<file path="src/rtl/core/sms_pkg.sv">
`timescale 1ns / 1ps

package sms_pkg;

    // Command codes carried in the cmd field of an input item
    localparam logic CMD_WRITE  = 1'b0;
    localparam logic CMD_SEARCH = 1'b1;

    localparam int VALUE_W = 32;
    localparam int INDEX_W = 2;

    typedef struct packed {
        logic                       cmd;
        logic [INDEX_W-1:0]         row_index;
        logic [INDEX_W-1:0]         col_index;
        logic signed [VALUE_W-1:0]  value;
    } in_item_t;

    typedef struct packed {
        logic found;
    } out_item_t;

    // Controller states
    typedef enum logic [2:0] {
        ST_IDLE,
        ST_TOPLEFT,
        ST_BOTRIGHT,
        ST_WALK,
        ST_FINISH
    } state_t;

    // Which matrix entry the datapath reads next
    typedef enum logic [1:0] {
        ADDR_TL,
        ADDR_BR,
        ADDR_START,
        ADDR_STEP
    } addr_sel_t;

    // Controller to datapath
    typedef struct packed {
        logic      mem_wr;
        logic      load_key;
        addr_sel_t addr_sel;
        logic      walk_init;
        logic      walk_step;
        logic      res_set;
        logic      res_val;
        logic      load_out;
    } ctrl_cmd_t;

    // Datapath to controller
    typedef struct packed {
        logic key_lt;
        logic key_gt;
        logic row_last;
        logic col_first;
        logic out_free;
    } dp_status_t;

endpackage

</file>
<file path="src/rtl/core/sms_stream_if.sv">
`timescale 1ns / 1ps

interface sms_stream_if #(
    parameter type payload_t = logic
) ();
    logic     valid;
    logic     ready;
    payload_t payload;

    modport source (output valid, output payload, input ready);
    modport sink   (input valid, input payload, output ready);
endinterface

</file>
<file path="src/rtl/core/sms_ctrl.sv">
`timescale 1ns / 1ps

module sms_ctrl (
    input  logic                clk,
    input  logic                rst_n,
    input  logic                in_valid,
    input  logic                in_cmd,
    output logic                in_ready,
    input  sms_pkg::dp_status_t sts,
    output sms_pkg::ctrl_cmd_t  cmd
);

    sms_pkg::state_t state_reg;
    sms_pkg::state_t state_next;

    logic key_eq;
    logic walk_miss;

    assign key_eq    = !sts.key_lt && !sts.key_gt;
    assign walk_miss = (sts.key_gt && sts.row_last) || (sts.key_lt && sts.col_first);

    // State register
    always_ff @(posedge clk or negedge rst_n)
    begin
        if (!rst_n)
        begin
            state_reg <= sms_pkg::ST_IDLE;
        end
        else
        begin
            state_reg <= state_next;
        end
    end

    // Next state
    always_comb
    begin
        state_next = state_reg;
        unique case (state_reg)
            sms_pkg::ST_IDLE:
            begin
                if (in_valid && in_cmd == sms_pkg::CMD_SEARCH)
                begin
                    state_next = sms_pkg::ST_TOPLEFT;
                end
            end
            sms_pkg::ST_TOPLEFT:
            begin
                state_next = sts.key_lt ? sms_pkg::ST_FINISH : sms_pkg::ST_BOTRIGHT;
            end
            sms_pkg::ST_BOTRIGHT:
            begin
                state_next = sts.key_gt ? sms_pkg::ST_FINISH : sms_pkg::ST_WALK;
            end
            sms_pkg::ST_WALK:
            begin
                if (key_eq || walk_miss)
                begin
                    state_next = sms_pkg::ST_FINISH;
                end
            end
            sms_pkg::ST_FINISH:
            begin
                if (sts.out_free)
                begin
                    state_next = sms_pkg::ST_IDLE;
                end
            end
            default:
            begin
                state_next = sms_pkg::ST_IDLE;
            end
        endcase
    end

    // Outputs
    always_comb
    begin
        in_ready      = 1'b0;
        cmd           = '0;
        cmd.addr_sel  = sms_pkg::ADDR_TL;
        unique case (state_reg)
            sms_pkg::ST_IDLE:
            begin
                in_ready = 1'b1;
                if (in_valid)
                begin
                    if (in_cmd == sms_pkg::CMD_WRITE)
                    begin
                        cmd.mem_wr = 1'b1;
                    end
                    else
                    begin
                        cmd.load_key = 1'b1;
                        cmd.addr_sel = sms_pkg::ADDR_TL;
                    end
                end
            end
            sms_pkg::ST_TOPLEFT:
            begin
                // key below the smallest entry: miss
                if (sts.key_lt)
                begin
                    cmd.res_set = 1'b1;
                    cmd.res_val = 1'b0;
                end
                else
                begin
                    cmd.addr_sel = sms_pkg::ADDR_BR;
                end
            end
            sms_pkg::ST_BOTRIGHT:
            begin
                // key above the largest entry: miss
                if (sts.key_gt)
                begin
                    cmd.res_set = 1'b1;
                    cmd.res_val = 1'b0;
                end
                else
                begin
                    cmd.walk_init = 1'b1;
                    cmd.addr_sel  = sms_pkg::ADDR_START;
                end
            end
            sms_pkg::ST_WALK:
            begin
                if (key_eq)
                begin
                    cmd.res_set = 1'b1;
                    cmd.res_val = 1'b1;
                end
                else if (walk_miss)
                begin
                    cmd.res_set = 1'b1;
                    cmd.res_val = 1'b0;
                end
                else
                begin
                    cmd.walk_step = 1'b1;
                    cmd.addr_sel  = sms_pkg::ADDR_STEP;
                end
            end
            sms_pkg::ST_FINISH:
            begin
                cmd.load_out = sts.out_free;
            end
            default:
            begin
                in_ready = 1'b0;
            end
        endcase
    end

    // Assertions
    a_ready_only_idle: assert property (@(posedge clk) disable iff (!rst_n)
        in_ready |-> state_reg == sms_pkg::ST_IDLE)
        else $error("input taken outside idle");

    a_finish_has_result: assert property (@(posedge clk) disable iff (!rst_n)
        state_reg != sms_pkg::ST_FINISH && state_next == sms_pkg::ST_FINISH |-> cmd.res_set)
        else $error("search ended without a result");

    a_step_not_at_edge: assert property (@(posedge clk) disable iff (!rst_n)
        cmd.walk_step |-> !walk_miss && !key_eq)
        else $error("walk stepped past the matrix edge");

endmodule

</file>
<file path="src/rtl/core/sms_dpath.sv">
`timescale 1ns / 1ps

module sms_dpath #(
    parameter int DIM = 4
) (
    input  logic                clk,
    input  logic                rst_n,
    input  sms_pkg::in_item_t   in_item,
    input  sms_pkg::ctrl_cmd_t  cmd,
    output sms_pkg::dp_status_t sts,
    output logic                out_valid,
    output sms_pkg::out_item_t  out_item,
    input  logic                out_ready
);

    localparam int IW = (DIM > 1) ? $clog2(DIM) : 1;
    localparam logic [IW-1:0] LAST = IW'(DIM - 1);

    logic signed [sms_pkg::VALUE_W-1:0] mem_reg [DIM][DIM];
    logic signed [sms_pkg::VALUE_W-1:0] rd_data_reg;
    logic signed [sms_pkg::VALUE_W-1:0] key_reg;
    logic [IW-1:0] row_reg;
    logic [IW-1:0] col_reg;
    logic          res_reg;
    logic          out_valid_reg;
    logic          out_found_reg;

    logic [IW-1:0] row_step;
    logic [IW-1:0] col_step;
    logic [IW-1:0] rd_row;
    logic [IW-1:0] rd_col;
    logic [IW-1:0] wr_row;
    logic [IW-1:0] wr_col;
    logic          wr_in_range;

    // Write address check; indexes at or above DIM are dropped
    assign wr_in_range = (32'(in_item.row_index) < 32'(DIM))
                      && (32'(in_item.col_index) < 32'(DIM));
    assign wr_row = IW'(in_item.row_index);
    assign wr_col = IW'(in_item.col_index);

    // Compare key against the entry read last cycle
    assign sts.key_lt    = key_reg < rd_data_reg;
    assign sts.key_gt    = key_reg > rd_data_reg;
    assign sts.row_last  = row_reg == LAST;
    assign sts.col_first = col_reg == '0;
    assign sts.out_free  = !out_valid_reg || out_ready;

    // One staircase move: down on larger key, left on smaller
    assign row_step = sts.key_gt ? row_reg + IW'(1) : row_reg;
    assign col_step = sts.key_lt ? col_reg - IW'(1) : col_reg;

    // Read address select
    always_comb
    begin
        case (cmd.addr_sel)
            sms_pkg::ADDR_TL:
            begin
                rd_row = '0;
                rd_col = '0;
            end
            sms_pkg::ADDR_BR:
            begin
                rd_row = LAST;
                rd_col = LAST;
            end
            sms_pkg::ADDR_START:
            begin
                rd_row = '0;
                rd_col = LAST;
            end
            default:
            begin
                rd_row = row_step;
                rd_col = col_step;
            end
        endcase
    end

    // Matrix memory: one write, one registered read
    always_ff @(posedge clk)
    begin
        if (cmd.mem_wr && wr_in_range)
        begin
            mem_reg[wr_row][wr_col] <= in_item.value;
        end
        rd_data_reg <= mem_reg[rd_row][rd_col];
    end

    // Key, walk position, search result and output value
    always_ff @(posedge clk)
    begin
        if (cmd.load_key)
        begin
            key_reg <= in_item.value;
        end
        if (cmd.walk_init)
        begin
            row_reg <= '0;
            col_reg <= LAST;
        end
        else if (cmd.walk_step)
        begin
            row_reg <= row_step;
            col_reg <= col_step;
        end
        if (cmd.res_set)
        begin
            res_reg <= cmd.res_val;
        end
        if (cmd.load_out)
        begin
            out_found_reg <= res_reg;
        end
    end

    // Output register valid
    always_ff @(posedge clk or negedge rst_n)
    begin
        if (!rst_n)
        begin
            out_valid_reg <= 1'b0;
        end
        else if (cmd.load_out)
        begin
            out_valid_reg <= 1'b1;
        end
        else if (out_ready)
        begin
            out_valid_reg <= 1'b0;
        end
    end

    assign out_valid      = out_valid_reg;
    assign out_item.found = out_found_reg;

    // Assertions
    a_step_down: assert property (@(posedge clk) disable iff (!rst_n)
        cmd.walk_step && sts.key_gt |=> row_reg == $past(row_reg) + IW'(1)
                                     && col_reg == $past(col_reg))
        else $error("down move did not advance the row");

    a_step_left: assert property (@(posedge clk) disable iff (!rst_n)
        cmd.walk_step && sts.key_lt |=> col_reg == $past(col_reg) - IW'(1)
                                     && row_reg == $past(row_reg))
        else $error("left move did not retreat the column");

    a_load_free: assert property (@(posedge clk) disable iff (!rst_n)
        cmd.load_out |-> !out_valid_reg || out_ready)
        else $error("result overwrote an untaken item");

    a_load_value: assert property (@(posedge clk) disable iff (!rst_n)
        cmd.load_out |=> out_valid_reg && out_found_reg == $past(res_reg))
        else $error("result register not loaded");

endmodule

</file>
<file path="src/rtl/core/sorted_matrix_staircase_search_top.sv">
`timescale 1ns / 1ps

// Staircase search over a DIM x DIM matrix with sorted rows and columns.
// Channels: req carries input items (cmd, row_index, col_index, value);
// rsp carries one item (found) per search. Both use valid/ready.
// A write item (cmd 0) stores value at row_index/col_index and gives no
// result; writes outside the matrix are dropped.
// A search item (cmd 1) checks the key against the top-left and bottom-right
// entries, then walks from the top-right corner one entry per cycle, each
// step one registered read of the matrix memory.
// A key below the top-left entry or above the bottom-right entry ends the
// search without a walk; otherwise the walk makes 1 to 2*DIM-1 reads.
// The next item is taken the cycle after the result is placed in the
// output register. Writes are taken one per cycle while idle; no item is
// taken while a search is in progress.
// The output register holds a finished result while rsp stalls; new items
// (writes and the start of a search) are still taken, and a finished search
// waits only if the previous result has not yet been taken.
// Reset clears the controller and the output valid; matrix contents are
// undefined until written.
module sorted_matrix_staircase_search_top #(
    parameter int DIM = 4
) (
    input  logic            clk,
    input  logic            rst_n,
    sms_stream_if.sink      req,
    sms_stream_if.source    rsp
);

    sms_pkg::in_item_t   in_item;
    sms_pkg::out_item_t  out_item;
    sms_pkg::ctrl_cmd_t  cmd;
    sms_pkg::dp_status_t sts;
    logic                in_ready;
    logic                out_valid;

    assign in_item     = req.payload;
    assign req.ready   = in_ready;
    assign rsp.valid   = out_valid;
    assign rsp.payload = out_item;

    sms_ctrl u_ctrl (
        .clk      (clk),
        .rst_n    (rst_n),
        .in_valid (req.valid),
        .in_cmd   (in_item.cmd),
        .in_ready (in_ready),
        .sts      (sts),
        .cmd      (cmd)
    );

    sms_dpath #(
        .DIM (DIM)
    ) u_dpath (
        .clk       (clk),
        .rst_n     (rst_n),
        .in_item   (in_item),
        .cmd       (cmd),
        .sts       (sts),
        .out_valid (out_valid),
        .out_item  (out_item),
        .out_ready (rsp.ready)
    );

endmodule
</file>
<file path="src/flat_wrapper.sv">
// flat-port wrapper written by rule: the top's interface ports become plain ports
module sorted_matrix_staircase_search_top_flat 
#(
    parameter int DIM = 4
)
  (clk, rst_n, req_valid, req_payload, req_ready, rsp_valid, rsp_payload, rsp_ready);
  sms_stream_if req_i ();
  sms_stream_if rsp_i ();
  input  logic clk;
  input  logic rst_n;
  input wire logic [$bits(req_i.valid)-1:0] req_valid;
  input wire logic [$bits(req_i.payload)-1:0] req_payload;
  output wire logic [$bits(req_i.ready)-1:0] req_ready;
  output wire logic [$bits(rsp_i.valid)-1:0] rsp_valid;
  output wire logic [$bits(rsp_i.payload)-1:0] rsp_payload;
  input wire logic [$bits(rsp_i.ready)-1:0] rsp_ready;
  assign req_i.valid = req_valid;
  assign req_i.payload = req_payload;
  assign req_ready = req_i.ready;
  assign rsp_valid = rsp_i.valid;
  assign rsp_payload = rsp_i.payload;
  assign rsp_i.ready = rsp_ready;
  sorted_matrix_staircase_search_top #(.DIM(DIM)) u_core (.clk(clk), .rst_n(rst_n), .req(req_i), .rsp(rsp_i));
endmodule
</file>
<file path="config.mk">
export PLATFORM = sky130hd
export DESIGN_NAME = sorted_matrix_staircase_search_top_flat
export DESIGN_NICKNAME = d
export VERILOG_FILES = /design/src/rtl/core/sms_pkg.sv /design/src/rtl/core/sms_stream_if.sv /design/src/rtl/core/sms_ctrl.sv /design/src/rtl/core/sms_dpath.sv /design/src/rtl/core/sorted_matrix_staircase_search_top.sv /design/src/flat_wrapper.sv
export SDC_FILE = /design/constraint.sdc
export NUM_CORES = 1
export LEC_CHECK = 0
export BUFFER_PORTS_ARGS = -buffer_cell sky130_fd_sc_hd__buf_4
export CAP_MARGIN = 20
export CORE_AREA = 2 2 39 41
export DETAILED_ROUTE_END_ITERATION = 8
export DIE_AREA = 0 0 41 43
export GPL_ROUTABILITY_DRIVEN = 0
export GPL_TIMING_DRIVEN = 0
export SYNTH_ARGS = -nofsm -noshare
export SYNTH_HDL_FRONTEND = slang
export SYNTH_SLANG_ARGS = --single-unit
</file>
<file path="constraint.sdc">
create_clock -name clk -period 1.2 [get_ports clk]
set_clock_uncertainty 0.1 [all_clocks]
set_input_delay 0.24 -clock clk [delete_from_list [all_inputs] [get_ports clk]]
set_output_delay 0.24 -clock clk [all_outputs]
set_load 0.1 [all_outputs]
</file>
==> results of run 1 <==
==> worst max-delay path, delay by kind of cell (launching register included) <==
kind,cells,cell delay [ns]
DFF,1,0.42
and+or+nand+nor,1,0.21
buffers and inverters,1,0.20
==> layout make-up <==
| class | instances | share of cell area, % |
|---|---|---|
| flip-flops and latches | 6 | 32.78 |
| multi-input cells | 16 | 30.83 |
| repair buffers | 9 | 21.94 |
| clock buffers | 4 | 5.833 |
| well taps | 16 | 4.444 |
| inverters | 3 | 2.500 |
| plain buffers | 1 | 1.667 |
==> synth_stat cells <==
cell and instances:
nand2_1 1, o22ai_1 1, a21o_1 1, dfrtp_1 4
and3b_2 1, ha_1 1, mux2i_1 1, nor3_1 1
nor3b_1 1, and4bb_1 1, inv_1 3, dfxtp_1 2
a2bb2oi_1 1, nor2_1 2, nand2_2 1, and3b_4 1
o21ai_0 1, buf_4 1, conb_1 1
==> worst max-delay path by stage <==
stage                                            from   endpoint  cells after the start
6_report       u_core.u_ctrl.state_reg[1]$_DFFE_PN0P_  req_ready                      2
3_3_place_gp   u_core.u_ctrl.state_reg[2]$_DFFE_PN0P_  req_ready                      2
2_1_floorplan  u_core.u_ctrl.state_reg[2]$_DFFE_PN0P_  req_ready                      1
3_5_place_dp   u_core.u_ctrl.state_reg[1]$_DFFE_PN0P_  req_ready                      2
5_1_grt        u_core.u_ctrl.state_reg[0]$_DFFE_PN0P_  req_ready                      2
4_1_cts        u_core.u_ctrl.state_reg[2]$_DFFE_PN0P_  req_ready                      2
==> per-layer routing <==
layer  part of all wire [%]  GRT usage [%]
met5                      0              0
met3                     10          9.424
met4                      0              0
met2                     48          12.19
met1                     41          10.13
==> timing repair <==
action	in CTS	in global routing
setup endpoints to repair	3	5
hold endpoints to repair	4	0
hold buffers	1	0
resized for setup	9	4
cloned	0	0
setup buffers	3	1
pin swaps	2	2
==> stage by stage <==
stage | hold WS (ns) | cell area [µm²] | total power [mW]
floorplan | -0.1556 | 292.8 | 0.2214
global placement | -0.06191 | 342.8 | 0.2289
detailed placement | -0.06078 | 342.8 | 0.2291
CTS | 0.08946 | 431.7 | 0.4478
global route | 0.1330 | 450.4 | 0.4661
finish | 0.1238 | 450.4 | 0.4383
==> power breakdown <==
| part | leakage [nW] | internal, mW | switching (mW) | total [mW] |
|---|---|---|---|---|
| Clock | 0.0150 | 0.127 | 0.0839 | 0.211 |
| Sequential | 0.0650 | 0.202 | 0.00000000000000139 | 0.202 |
| Combinational | 0.118 | 0.00855 | 0.0177 | 0.0262 |
==> cells in the final DEF (no fill, tap or decap), types with 2 or more instances in the layout <==
cell type and instances:
buf_4 6, clkbuf_4 3, dfrtp_2 3, inv_1 2, nor2_1 2, buf_12 2, dfxtp_1 2
==> cell families after synthesis <==
family	synth area share (%)
buffers and inverters	6.757
adders and majority gates	4.504
muxes	3.604
AOI/OAI and AO/OA	9.911
and+or+nand+nor	23.42
other	1.350
DFF	50.45
==> impl_metrics.yaml, run 1 <==
route:
  vias: 224
  dr.pass1.iters: 3
  drt_iter0_drc: 6
  vias_per_cell: 4.073
  ant_nets: 0
  drc: 0
  wl_um: 572
  wl_per_cell_um: 10.40
sta:
  hold_viol: 0
  rsz0062_at_grt: "yes"
  fin_crit_sh_pct: 117.9
  fin_crit_ns: 1.415
  clock.fmax_mhz: 706.8
  finalMaxSlewViolations: 0
  worst_slack_ns: -0.2148
  setup_viol: 3
  tns_ns: -0.3663
finish:
  diodes: 0
  multi_input_area_um2: 138.9
  utilization_pct: 32.55
  seqCellArea_um2: 147.6
  n_fill_cell: 145
  area_delta_synth_final_pct: 62.16
  largest_register_ffs: 3
  final_layout_size_suffix_gt1_share_pct: 58.97
  fin_cells: 55
  layout.nets: 46
logic_synthesis:
  yosysWarnings: 0
  synth_top_area_share_pct: 36.04
  synthCells: 26
  ys_ff_latch: 6
  synth.avg_cell_area_um2: 10.68
  syn-cell-area_um2: 277.8
  yosysSeqAreaShare_pct: 50.45
  synth_top_area_cell: "dfrtp_1"
  synth_cell_type_count: 19
  syn-num-nets: 32
  synth.area.top_cells: "dfrtp_1 36%, dfxtp_1 14%, and3b_4 4.5%"
global_routing:
  grt_pass1_vias: 238
  gr-total-overflow: 0
  grt_pass1_wl_um: 966
  grt_max_degree: 7
  antenna_found_initial: 0
  track_usage_pct: 8.880
clocking:
  cts_max_level: 1
  clk_pin_slew_ns: 0.05
  numCtsBuffers: 3
  ctsRootBufferMaster: "clkbuf_4"
  cts_tree: "built"
  insertion_delay_ns: 0.25
  cts_buffer_depth: 2
  clock-sinks: 6
setup_path:
  ff2ff_path_depth: 4
  worst_path_max_delay_cell: "dfrtp_2"
  critPathRequiredTime_ns: 0.86
  critPathLaunchType: "flip-flop"
  path_max_fanout: 2
  worstPathCellList: "nor3_4, buf_12"
  rrSetupSlack_ns: -0.09
  cp-end-kind: "output pin"
  cp.arrival_ns: 1.07
  criticalPathCategory: "reg2out"
  critPathMaxStageDelay_ns: 0.42
  timing.rr.start: "u_core.u_ctrl.state_reg[2]$_DFFE_PN0P_"
  r2r_end: "u_core.u_dpath.col_reg[0]$_SDFFE_PP1N_"
run:
  cap_viol_max_count: 0
power_and_ir_drop:
  p_leak_nw: 0.1981
  powerDensity_mw_per_mm2: 973.0
  peakVddDrop_mv: 0.6275
worst_hold_path:
  hold_class: "in2reg"
  min_to: "u_core.u_dpath.out_valid$_DFFE_PN0P_"
  min_delay_path_depth: 2
  min_from: "rsp_ready"
placement:
  portBuffers: 4
  dp.cells: 46
  post-dp-hpwl_um: 332.7
  pre_cts_ws_ns: -0.08053
floorplan:
  io-pin-count: 8
  start_util_pct: 20.07
  die_y_um: 43
  die_x_um: 41
  rows: 14
  coreArea_mm2: 0.001384
  dieArea_mm2: 0.001763
run_status:
  violations: "setup timing"
  outcome: "complete, but fails checks"
Power figures use the tool's default switching activity.
==> run 2: changes to the inputs <==
--- a/config.mk
+++ b/config.mk
@@ -12,6 +12,7 @@
 export DIE_AREA = 0 0 41 43
 export GPL_ROUTABILITY_DRIVEN = 0
 export GPL_TIMING_DRIVEN = 0
+export PLACE_DENSITY = 0.48
 export SYNTH_ARGS = -nofsm -noshare
 export SYNTH_HDL_FRONTEND = slang
 export SYNTH_SLANG_ARGS = --single-unit
==> impl_metrics.yaml, run 2 (synthesized netlist as in run 1, its figures left out) <==
finish:
  layout_common_cells: "7 x buf_4, 3 x clkbuf_4, 3 x dfrtp_2"
  fin_cells: 56
  fin_area_um2: 475.5
  largest_register_ffs: 3
  final_layout_size_suffix_gt1_share_pct: 70.00
  layout.nets: 47
  area_delta_synth_final_pct: 71.17
  mostFrequentLayoutCell: "buf_4"
  diodes: 0
floorplan:
  die_x_um: 41
  dieArea_mm2: 0.001763
  start_util_pct: 20.07
  coreArea_mm2: 0.001384
  rows: 14
  io-pin-count: 8
  die_y_um: 43
setup_path:
  criticalPathCategory: "reg2out"
  critPathLaunchType: "flip-flop"
  timing.rr.start: "u_core.u_ctrl.state_reg[2]$_DFFE_PN0P_"
  critPathRequiredTime_ns: 0.86
  startpoint: "u_core.u_ctrl.state_reg[0]$_DFFE_PN0P_"
  cp.arrival_ns: 1.07
  cp-end-kind: "output pin"
  ff2ff_path_depth: 4
  worst_path_max_delay_cell: "dfrtp_2"
  worstPathCellList: "nor3_4, buf_12"
  critPathMaxStageDelay_ns: 0.42
  path_max_fanout: 2
power_and_ir_drop:
  powerDensity_mw_per_mm2: 906.2
  p_leak_nw: 0.2077
  total_power_mw: 0.4309
  peakVddDrop_mv: 0.3552
run_status:
  outcome: "complete, but fails checks"
  violations: "setup timing"
global_routing:
  grt_pass1_vias: 222
  grt_pass1_wl_um: 917
  grt_max_degree: 7
  gr-total-overflow: 0
  track_usage_pct: 7.871
  antenna_found_initial: 0
clocking:
  cts_max_level: 1
  cts_tree: "built"
  insertion_delay_ns: 0.25
  numCtsBuffers: 3
  cts_buffer_depth: 2
  clock-sinks: 6
  clk_pin_slew_ns: 0.05
  ctsRootBufferMaster: "clkbuf_4"
sta:
  finalMaxSlewViolations: 0
  fin_crit_sh_pct: 117.9
  tns_ns: -0.3045
  clock.fmax_mhz: 706.9
  fin_crit_ns: 1.415
  setup_viol: 3
  rsz0062_at_grt: "yes"
  worst_slack_ns: -0.2147
  hold_viol: 0
  hold_slack_ns: 0.1025
placement:
  dp.cells: 46
  portBuffers: 4
  post-dp-hpwl_um: 337
  placed_cell_area_um2: 342.8
route:
  wl_per_cell_um: 9.464
  wl_um: 530
  vias: 227
  vias_per_cell: 4.054
  ant_nets: 0
  dr.pass1.iters: 3
  drc: 0
  drt_iter0_drc: 1
run:
  cap_viol_max_count: 0
worst_hold_path:
  hold_class: "in2reg"
  min_delay_path_depth: 2
  min_from: "rsp_ready"
run 2: changes by cell type in the layout (fill, tap and decap cells not counted), sizes merged:
cell,delta
buf,+1
run 2: worst max-delay path: cells and delay by family, from the launching register on:
| family | cells | cell delay (ns) |
|---|---|---|
| DFF | 1 | 0.42 |
| and+or+nand+nor | 1 | 0.21 |
| buffers and inverters | 1 | 0.20 |
run 2: repair_timing:
| action | 4_1_cts | 5_1_grt |
|---|---|---|
| pin swaps | 2 | 4 |
| hold endpoints to repair | 4 | 0 |
| endpoints found under the setup margin | 3 | 5 |
| buffers inserted | 2 | 3 |
| hold buffers | 1 | 0 |
| resized for setup | 12 | 6 |
run 2: power breakdown:
group / internal (mW) / switching [mW] / leakage (nW)
clock: 0.126 / 0.0765 / 0.0150
combinational: 0.00858 / 0.0180 / 0.128
sequential: 0.202 / 0.00000000000000135 / 0.0650
total: 0.336 / 0.0945 / 0.208
run 2: metrics by stage:
step / setup WS (ns) / util [%]
6_report: -0.2147 / 34.36
5_1_grt: -0.2649 / 34.36
4_1_cts: -0.2316 / 31.37
3_5_place_dp: -0.07644 / 24.77
3_3_place_gp: -0.06132 / 24.77
2_1_floorplan: -0.3808 / -
run 2: layout make-up:
class	count	area (µm²)
Multi-Input combinational cell	16	153.9
Buffer	1	7.507
Fill cell	140	908.4
Inverter	3	11.26
Clock buffer	4	26.28
Timing Repair Buffer	10	106.4
Tap cell	16	20.02
Sequential cell	6	150.1
run 2: path summary, 6_finish.rpt:
kind / end / slack [ns]
max: req_ready / -0.21
min: u_core.u_dpath.out_valid$_DFFE_PN0P_ / 0.10
max reg2reg: u_core.u_dpath.col_reg[0]$_SDFFE_PP1N_ / -0.04
min reg2reg: u_core.u_dpath.col_reg[0]$_SDFFE_PP1N_ / 0.42
max in group asynchronous: u_core.u_ctrl.state_reg[2]$_DFFE_PN0P_ / 0.65
min in group asynchronous: u_core.u_ctrl.state_reg[0]$_DFFE_PN0P_ / 0.22
run 2: routing by layer:
layer	track usage, %	vias up	share of wire, %
met5	0	-	0
met3	3.141	0	4.9
met2	10.31	5	49
met4	6.000	0	0
met1	9.804	108	46
li1	-	114	-
==> run 3: changes to the inputs <==
--- a/config.mk
+++ b/config.mk
@@ -5,6 +5,7 @@
 export SDC_FILE = /design/constraint.sdc
 export NUM_CORES = 1
 export LEC_CHECK = 0
+export ABC_AREA = 1
 export BUFFER_PORTS_ARGS = -buffer_cell sky130_fd_sc_hd__buf_4
 export CAP_MARGIN = 20
 export CORE_AREA = 2 2 39 41
@@ -12,7 +13,8 @@
 export DIE_AREA = 0 0 41 43
 export GPL_ROUTABILITY_DRIVEN = 0
 export GPL_TIMING_DRIVEN = 0
-export PLACE_DENSITY = 0.48
+export PLACE_DENSITY = 0.49
+export REMOVE_ABC_BUFFERS = 1
 export SYNTH_ARGS = -nofsm -noshare
 export SYNTH_HDL_FRONTEND = slang
 export SYNTH_SLANG_ARGS = --single-unit
==> impl_metrics.yaml, run 3 <==
global_routing:
  track_usage_pct: 8.586
  grt_pass1_vias: 254
  grt_pass1_wl_um: 945
  grt_use_met1_pct: 8.197
  grt-busiest-layer: "met2"
  gr-total-overflow: 0
  antenna_found_initial: 0
  met2_usage_pct: 13.13
  grt_max_degree: 5
  use_met3_pct: 6.283
clocking:
  cts_tree: "built"
  clock-sinks: 6
  ctsRootBufferMaster: "clkbuf_4"
  clk_pin_slew_ns: 0.05
  cts_buffer_depth: 2
  cts_max_level: 1
  numCtsBuffers: 3
  insertion_delay_ns: 0.25
route:
  wl_per_cell_um: 8.839
  vias: 244
  drc: 0
  ant_nets: 0
  drt_iter0_drc: 0
  dr.pass1.iters: 1
  wl_um: 548
  vias_per_cell: 3.935
logic_synthesis:
  synth_top_area_share_pct: 34.19
  yosysMostFrequentCell: "nand2_1"
  yosysWarnings: 0
  synth_top_area_cell: "dfrtp_1"
  synth_edf_count: 0
  yosysSeqAreaShare_pct: 47.86
  synth_cell_type_count: 14
  synthTopCellsByCount: "7 x nand2_1, 5 x nand3_1, 4 x dfrtp_1, 4 x inv_1, 3 x nor2_1"
  synthCells: 36
  ys_ff_latch: 6
  syn-cell-area_um2: 292.8
  synthArstFlopShare_pct: 66.67
  synth.area.top_cells: "dfrtp_1 34%, dfxtp_1 14%, nand2_1 9.0%"
  synth.avg_cell_area_um2: 8.133
  ys.flop_type: "dfrtp_1"
placement:
  portBuffers: 4
  post-dp-hpwl_um: 342
worst_hold_path:
  hold_class: "in2reg"
power_and_ir_drop:
  powerDensity_mw_per_mm2: 1082
  p_leak_nw: 0.1877
  peakVddDrop_mv: 0.4532
  total_power_mw: 0.4357
finish:
  area_delta_synth_final_pct: 37.61
  n_fill_cell: 149
  layout_common_cells: "7 x nand2_1, 5 x nand3_1, 4 x inv_1, 4 x buf_4"
  mostFrequentLayoutCell: "nand2_1"
  utilization_pct: 29.11
  seqCellArea_um2: 141.4
  layout.nets: 53
  largest_register_ffs: 3
  final_layout_size_suffix_gt1_share_pct: 36.96
  diodes: 0
  multi_input_area_um2: 130.1
setup_path:
  cp-end-kind: "output pin"
  worst_path_max_delay_cell: "dfrtp_1"
  critPathRequiredTime_ns: 0.86
  cp.arrival_ns: 1.10
  critPathBufInv: 1
  path_max_fanout: 2
  criticalPathCategory: "reg2out"
  cpLargestDelayFamily: "flip-flops"
  worstPathCellList: "nor3_2, buf_6"
  critPathLaunchType: "flip-flop"
  critPathMaxStageDelay_ns: 0.39
sta:
  setup_viol: 1
  finalMaxSlewViolations: 0
  rsz0062_at_grt: "yes"
  hold_viol: 0
  clock.fmax_mhz: 695.4
  fin_crit_ns: 1.438
  fin_crit_sh_pct: 119.8
  worst_slack_ns: -0.2381
floorplan:
  die_x_um: 41
  dieArea_mm2: 0.001763
  coreArea_mm2: 0.001384
  start_util_pct: 21.16
  rows: 14
  io-pin-count: 8
  die_y_um: 43
run_status:
  violations: "setup timing"
  outcome: "complete, but fails checks"
run:
  cap_viol_max_count: 0
==> run 3: metal layers <==
| metal | wire length [µm] | vias up |
|---|---|---|
| met5 | 0 | - |
| met4 | 0 | 0 |
| met3 | 43 | 0 |
| met2 | 275 | 7 |
| met1 | 228 | 110 |
| li1 | - | 127 |
==> run 3: area by class of cell <==
type                       count  share of cell area, %
inverter                       6                  5.590
sequential                     6                  35.09
clock buffer                   4                  6.522
multi-input combinational     23                  32.30
tap                           16                  4.969
timing repair buffer           7                  15.53
==> run 3: cells by family (layout without fill, tap and decap cells) <==
kind of cell / Yosys count / in the layout / share of synthesized area [%]
other cells: 1 / 1 / 1.281
simple gates: 19 / 19 / 32.91
flops: 6 / 6 / 47.87
buf+inv: 7 / 17 / 10.26
compound gates: 2 / 2 / 3.419
fa+ha+maj: 1 / 1 / 4.273
==> run 3: report_power, final <==
group          total [mW]        switching [mW]  internal, mW
registers           0.202  0.000000000000000649         0.202
logic              0.0236                0.0172       0.00631
clock network       0.211                0.0839         0.127
total               0.436                 0.101         0.335
==> run 3: path summary, 6_finish.rpt <==
path                                                        startpoint                                endpoint  slack (ns)  cells past startpoint
worst max-delay path            u_core.u_ctrl.state_reg[1]$_DFFE_PN0P_                               req_ready       -0.24                      2
worst min-delay path                                         rsp_ready    u_core.u_dpath.out_valid$_DFFE_PN0P_        0.10                      2
worst max register to register  u_core.u_dpath.col_reg[0]$_SDFFE_PP1N_  u_core.u_dpath.col_reg[1]$_SDFFE_PP1N_        0.10                      6
worst min register to register  u_core.u_dpath.col_reg[0]$_SDFFE_PP1N_  u_core.u_dpath.col_reg[0]$_SDFFE_PP1N_        0.36                      2
max in group asynchronous                                        rst_n  u_core.u_ctrl.state_reg[2]$_DFFE_PN0P_        0.67                      2
min in group asynchronous                                        rst_n  u_core.u_ctrl.state_reg[1]$_DFFE_PN0P_        0.22                      2
==> run 3: per-stage QoR <==
stage / setup slack [ns] / hold WS, ns / cell area, µm² / cells / TNS (ns)
floorplan: -1.656 / -0.1556 / 285.3 / 35 / -2.047
global placement: -0.1017 / -0.06100 / 335.3 / 55 / -0.1017
detailed placement: -0.08003 / -0.06140 / 335.3 / 55 / -0.08003
CTS: -0.2257 / 0.09764 / 400.4 / 62 / -0.2257
global route: -0.2782 / 0.09703 / 402.9 / 62 / -0.2782
finish: -0.2381 / 0.1003 / 402.9 / 62 / -0.2381
==> run 3: repair_timing <==
item                                    CTS  global route
endpoints found under the setup margin    2             3
endpoints found under the hold margin     4             0
hold buffers                              1             0
pin swaps                                 0             2
setup buffers                             2             0
resized for setup                         4             1
